## src/rtl/core/sit_pkg.sv

```systemverilog
// Package for the sorted IP record table: kinds, status codes and controller states.
package sit_pkg;
  localparam int unsigned CAPACITY_DEF = 256;

  typedef enum logic [1:0] {
    KIND_INSERT = 2'd0,
    KIND_LOOKUP = 2'd1,
    KIND_CLEAR  = 2'd2
  } kind_t;

  typedef enum logic [1:0] {
    ST_OK        = 2'd0,
    ST_NOT_FOUND = 2'd1,
    ST_FULL      = 2'd2
  } status_t;

  typedef enum logic [2:0] {
    S_IDLE,
    S_SEARCH,
    S_READ,
    S_SHIFT,
    S_WRITE,
    S_DONE
  } state_t;

  // Controller -> datapath
  typedef struct packed {
    logic load;       // capture request
    logic srch_step;  // advance binary search / linear scan
    logic rd_issue;   // issue memory read for shift
    logic shift_wr;   // write shifted entry
    logic ins_wr;     // write new record and bump count
    logic clr;        // empty table
  } sit_cmd_t;

  // Datapath -> controller
  typedef struct packed {
    logic srch_done;
    logic shift_done;
    logic full;
  } sit_sts_t;
endpackage

```

## src/rtl/core/sit_ctrl.sv

```systemverilog
// Controller state machine of the sorted IP record table.
module sit_ctrl (
  input  logic              clk,
  input  logic              rst_n,
  input  logic              in_valid,
  input  logic [1:0]        in_kind,
  output logic              in_stall,
  output logic              out_valid,
  input  logic              out_stall,
  output logic              res_load,
  output sit_pkg::sit_cmd_t cmd,
  input  sit_pkg::sit_sts_t sts
);
  import sit_pkg::*;

  state_t state_r, state_nxt;
  logic [1:0] kind_r;
  logic acc;

  assign acc = in_valid && (state_r == S_IDLE);

  always_ff @(posedge clk) begin
    if (!rst_n) state_r <= S_IDLE;
    else state_r <= state_nxt;
    if (acc) kind_r <= in_kind;
  end

  // Next state
  always_comb begin
    state_nxt = state_r;
    case (state_r)
      S_IDLE: begin
        if (acc) begin
          if (in_kind inside {KIND_INSERT, KIND_LOOKUP}) state_nxt = S_SEARCH;
          else state_nxt = S_DONE;
        end
      end
      S_SEARCH: begin
        if (kind_r == KIND_INSERT && sts.full) state_nxt = S_DONE;
        else if (sts.srch_done) state_nxt = (kind_r == KIND_INSERT) ? S_READ : S_DONE;
      end
      S_READ:  state_nxt = sts.shift_done ? S_WRITE : S_SHIFT;
      S_SHIFT: state_nxt = S_READ;
      S_WRITE: state_nxt = S_DONE;
      S_DONE:  if (!out_stall) state_nxt = S_IDLE;
      default: state_nxt = S_IDLE;
    endcase
  end

  // Outputs
  always_comb begin
    cmd = '0;
    in_stall = (state_r != S_IDLE);
    out_valid = 1'b0;
    res_load = 1'b0;
    case (state_r)
      S_IDLE: begin
        cmd.load = acc;
        cmd.clr  = acc && in_kind == KIND_CLEAR;
      end
      S_SEARCH: begin
        if (!(kind_r == KIND_INSERT && sts.full)) cmd.srch_step = 1'b1;
        if (kind_r == KIND_INSERT && sts.full) res_load = 1'b1;
        else if (sts.srch_done && kind_r != KIND_INSERT) res_load = 1'b1;
      end
      S_READ:  cmd.rd_issue = !sts.shift_done;
      S_SHIFT: cmd.shift_wr = 1'b1;
      S_WRITE: begin
        cmd.ins_wr = 1'b1;
        res_load   = 1'b1;
      end
      S_DONE:  out_valid = 1'b1;
      default: ;
    endcase
    if (state_r == S_IDLE && acc && !(in_kind inside {KIND_INSERT, KIND_LOOKUP}))
      res_load = 1'b1;
  end

  ap_stall_busy: assert property (@(posedge clk) disable iff (!rst_n)
    state_r != S_IDLE |-> in_stall) else $error("input taken while busy");
  ap_out_hold: assert property (@(posedge clk) disable iff (!rst_n)
    out_valid && out_stall |=> out_valid) else $error("result dropped");
  ap_one_wr: assert property (@(posedge clk) disable iff (!rst_n)
    !(cmd.shift_wr && cmd.ins_wr)) else $error("double write");
endmodule

```

## config.mk

```make
export PLATFORM = sky130hd
export DESIGN_NAME = sit_ctrl
export DESIGN_NICKNAME = d
export VERILOG_FILES = /design/src/rtl/core/sit_pkg.sv /design/src/rtl/core/sit_ctrl.sv
export SDC_FILE = /design/constraint.sdc
export NUM_CORES = 1
export LEC_CHECK = 0
export BUFFER_PORTS_ARGS = -buffer_cell sky130_fd_sc_hd__buf_2
export CAP_MARGIN = 20
export CORE_AREA = 3 3 40 42
export DETAILED_ROUTE_END_ITERATION = 7
export DIE_AREA = 0 0 43 45
export SLEW_MARGIN = 15
export SYNTH_ARGS = -nofsm -noshare
export SYNTH_HDL_FRONTEND = slang
export SYNTH_SLANG_ARGS = --single-unit
```

## constraint.sdc

```tcl
create_clock -name clk -period 2.02 [get_ports clk]
set_input_delay 0.404 -clock clk [delete_from_list [all_inputs] [get_ports clk]]
set_output_delay 0.404 -clock clk [all_outputs]
set_load 0.005 [all_outputs]
```

==> out/qor.txt <==
R2R cell count = 4
Reg power frac = 31.0%
die width = 43 um
nets@finish = 74
Comb pwr share = 49.3%
CTS Root Cell = clkbuf_4
Switching Fraction = 37.4%
clock latency on the worst-skew pair = 0.24 ns
die height = 45 um
Final Skew = 0.00538 ns
post-route ant nets = 0
status = finished clean
vias in the first global route = 334
minimum clock period = 1.94 ns
peak supply drop = 0.382 mV
Hold-fix buffers, CTS = 0
Arr. time, crit path = 1.54 ns
overall routed net length = 946 um
num rows = 13
cell chain of the critical path = or3b_4 -> or2_4 -> o21ai_1 -> buf_2
H-tree depth = 1
CP max stage cell = or3b_4
DRC viols = 0
Die ar. = 1940 um2
final setup fails = 0
Detailed Routing Iterations Pass 1 = 4
PD cells = 1150 nW/um2
synth cell count leaders = nor2_1, and2_1, dfxtp_1, o21ai_0
DR vias/cell = 4.78
antenna violations before repair = 0
syn_area_per_cell = 8.40 um2
Final TNS setup = 0 ns
post-synthesis async set-or-reset flop share = 0%
fill count = 146
top-count cell post-synth = nor2_1
Final Hold Viols = 0
Max Clk Rate = 515 MHz
Worst slew margin = 63.8%
critical path type = reg -> out
first-pass GRT wire length = 1420 um
crit start category = flop
Buffers on Ports = 17
largest net degree at the start of global routing = 12
EDFF count, synth = 2
CTS tree = done
Boundary Pins = 18
Post-Syn Nets = 55
Seq/Total Area, Yosys = 31.1%
Yosys reg bits = 5
wire per inst = 12.0 um
unrepaired setup endpoints after global routing = no
CP peak stage delay = 0.42 ns
DRT iter0 DRCs = 3
Final period util = 96.1%
Psw = 0.218 mW
Leak = 0.230 nW
Mapped Cells = 46
clock power share = 19.7%
setup bufs post-CTS = 0
Worst-Margin Slew = 0.541 ns
CTS buffer count = 3
pre-CTS WS = 0.167 ns
Area Growth Syn to Fin = 30.7%
max cap viols = 0
Ys Warns = 0
P_int = 0.364 mW
crit path max fanout = 10
Yosys top cell by area = dfxtp_1
Via Count = 378
Total GRT Usage = 10.8%
HPWL after DPL = 734 um
Pins Over Slew Limit = 0
Worst EP required = 1.62 ns
Unique masters post-synth = 26
Clock Sinks = 5
Placer Congestion = 0.763
Worst-path clk slew = 0.05 ns
clock buffer depth = 2
final core occ = 39.3%
Initial Util = 30.1%
Hold WC Path Type = in -> reg
ANT cells = 0
predominant post-synthesis flop cell = dfxtp_1
layout cell share with drive strength beyond 1 = 45.3%
Syn Std Cell Area = 387 um2
Yosys top cell area share = 15.5%
largest cells by area after synthesis = dfxtp_1, edfxtp_1, nor2_1, o311ai_4, and2_1
hold-critical path depth = 1
post-route setup slack = 0.0778 ns
crit path capture type = output pin
Placeable Area = 1280 um2
GRT overflow = 0
## final timing paths
kind / startpoint / endpoint / slack (ns)
setup / recovery: state_r[0] / res_load / 0.08
hold / removal: in_kind[0] / kind_r[0] / 0.36
setup reg to reg: state_r[0] / state_r[0] / 0.49
hold reg to reg: state_r[1] / state_r[1] / 0.60
## placed cells by master (no fill, tap or decap), types with 2 or more instances in the layout
master	Yosys	layout
a21oi_1	2	2
and2_1	3	3
buf_2	0	17
clkbuf_4	0	3
dfxtp_2	0	2
edfxtp_1	2	2
nand2_1	2	2
nor2_1	9	8
nor2b_1	2	2
nor3_1	2	2
o21ai_0	3	2
## repair_timing
action                     CTS  global route
cloned                       0             0
setup endpoints to repair    1             3
resized for setup            4             3
hold endpoints to repair     0             0
pin swaps                    0             0
## layout make-up
| class | instances | area (um2) | area share (%) |
|---|---|---|---|
| Sequential cell | 5 | 126 | 25.0 |
| Timing Repair Buffer | 18 | 92.6 | 18.3 |
| Clock buffer | 4 | 26.3 | 5.20 |
| Inverter | 1 | 3.75 | 0.743 |
| Tap cell | 15 | 18.8 | 3.71 |
| Multi-Input combinational cell | 36 | 238 | 47.0 |
## logic make-up (layout without fill, tap and decap cells)
logic type / after synthesis / after routing / synth area share, %
flip-flops: 5 / 5 / 31.1
buffers and inverters: 5 / 23 / 8.73
AO/OA/AOI/OAI: 11 / 11 / 23.6
AND/OR/NAND/NOR: 25 / 25 / 36.6
## stage by stage
step	instances	instance area, um2	power [mW]	hold slack (ns)
2_1_floorplan	46	387	0.373	0.503
3_3_place_gp	75	468	0.446	0.596
3_5_place_dp	75	468	0.451	0.600
4_1_cts	79	500	0.578	0.348
5_1_grt	79	505	0.629	0.362
6_report	79	505	0.582	0.358
## flip-flops by register name, summed over array words and instances, names as in the netlist
signal,cells
kind_r,2
state_r,3
## metal layers
layer	vias to the layer above	global-route usage (%)	wire (um)
li1	199	-	-
met2	11	15.3	490
met3	0	3.19	57
met1	168	12.7	398
met4	0	10.8	0
met5	-	0	0
## power by group through the flow
stage / Clock [mW] / Sequential [mW] / Combinational, mW
6_report: 0.115 / 0.180 / 0.287
5_1_grt: 0.123 / 0.187 / 0.319
4_1_cts: 0.121 / 0.180 / 0.278
3_5_place_dp: 0 / 0.175 / 0.276
3_3_place_gp: 0 / 0.172 / 0.274
2_1_floorplan: 0 / 0.143 / 0.230
## critical path, delay by kind of cell, from the launching register on
kind	cells	cell delay, ns
simple gates	2	0.68
buf+inv	1	0.12
flops	1	0.38
compound gates	1	0.12
Power figures use the tool's default switching activity.
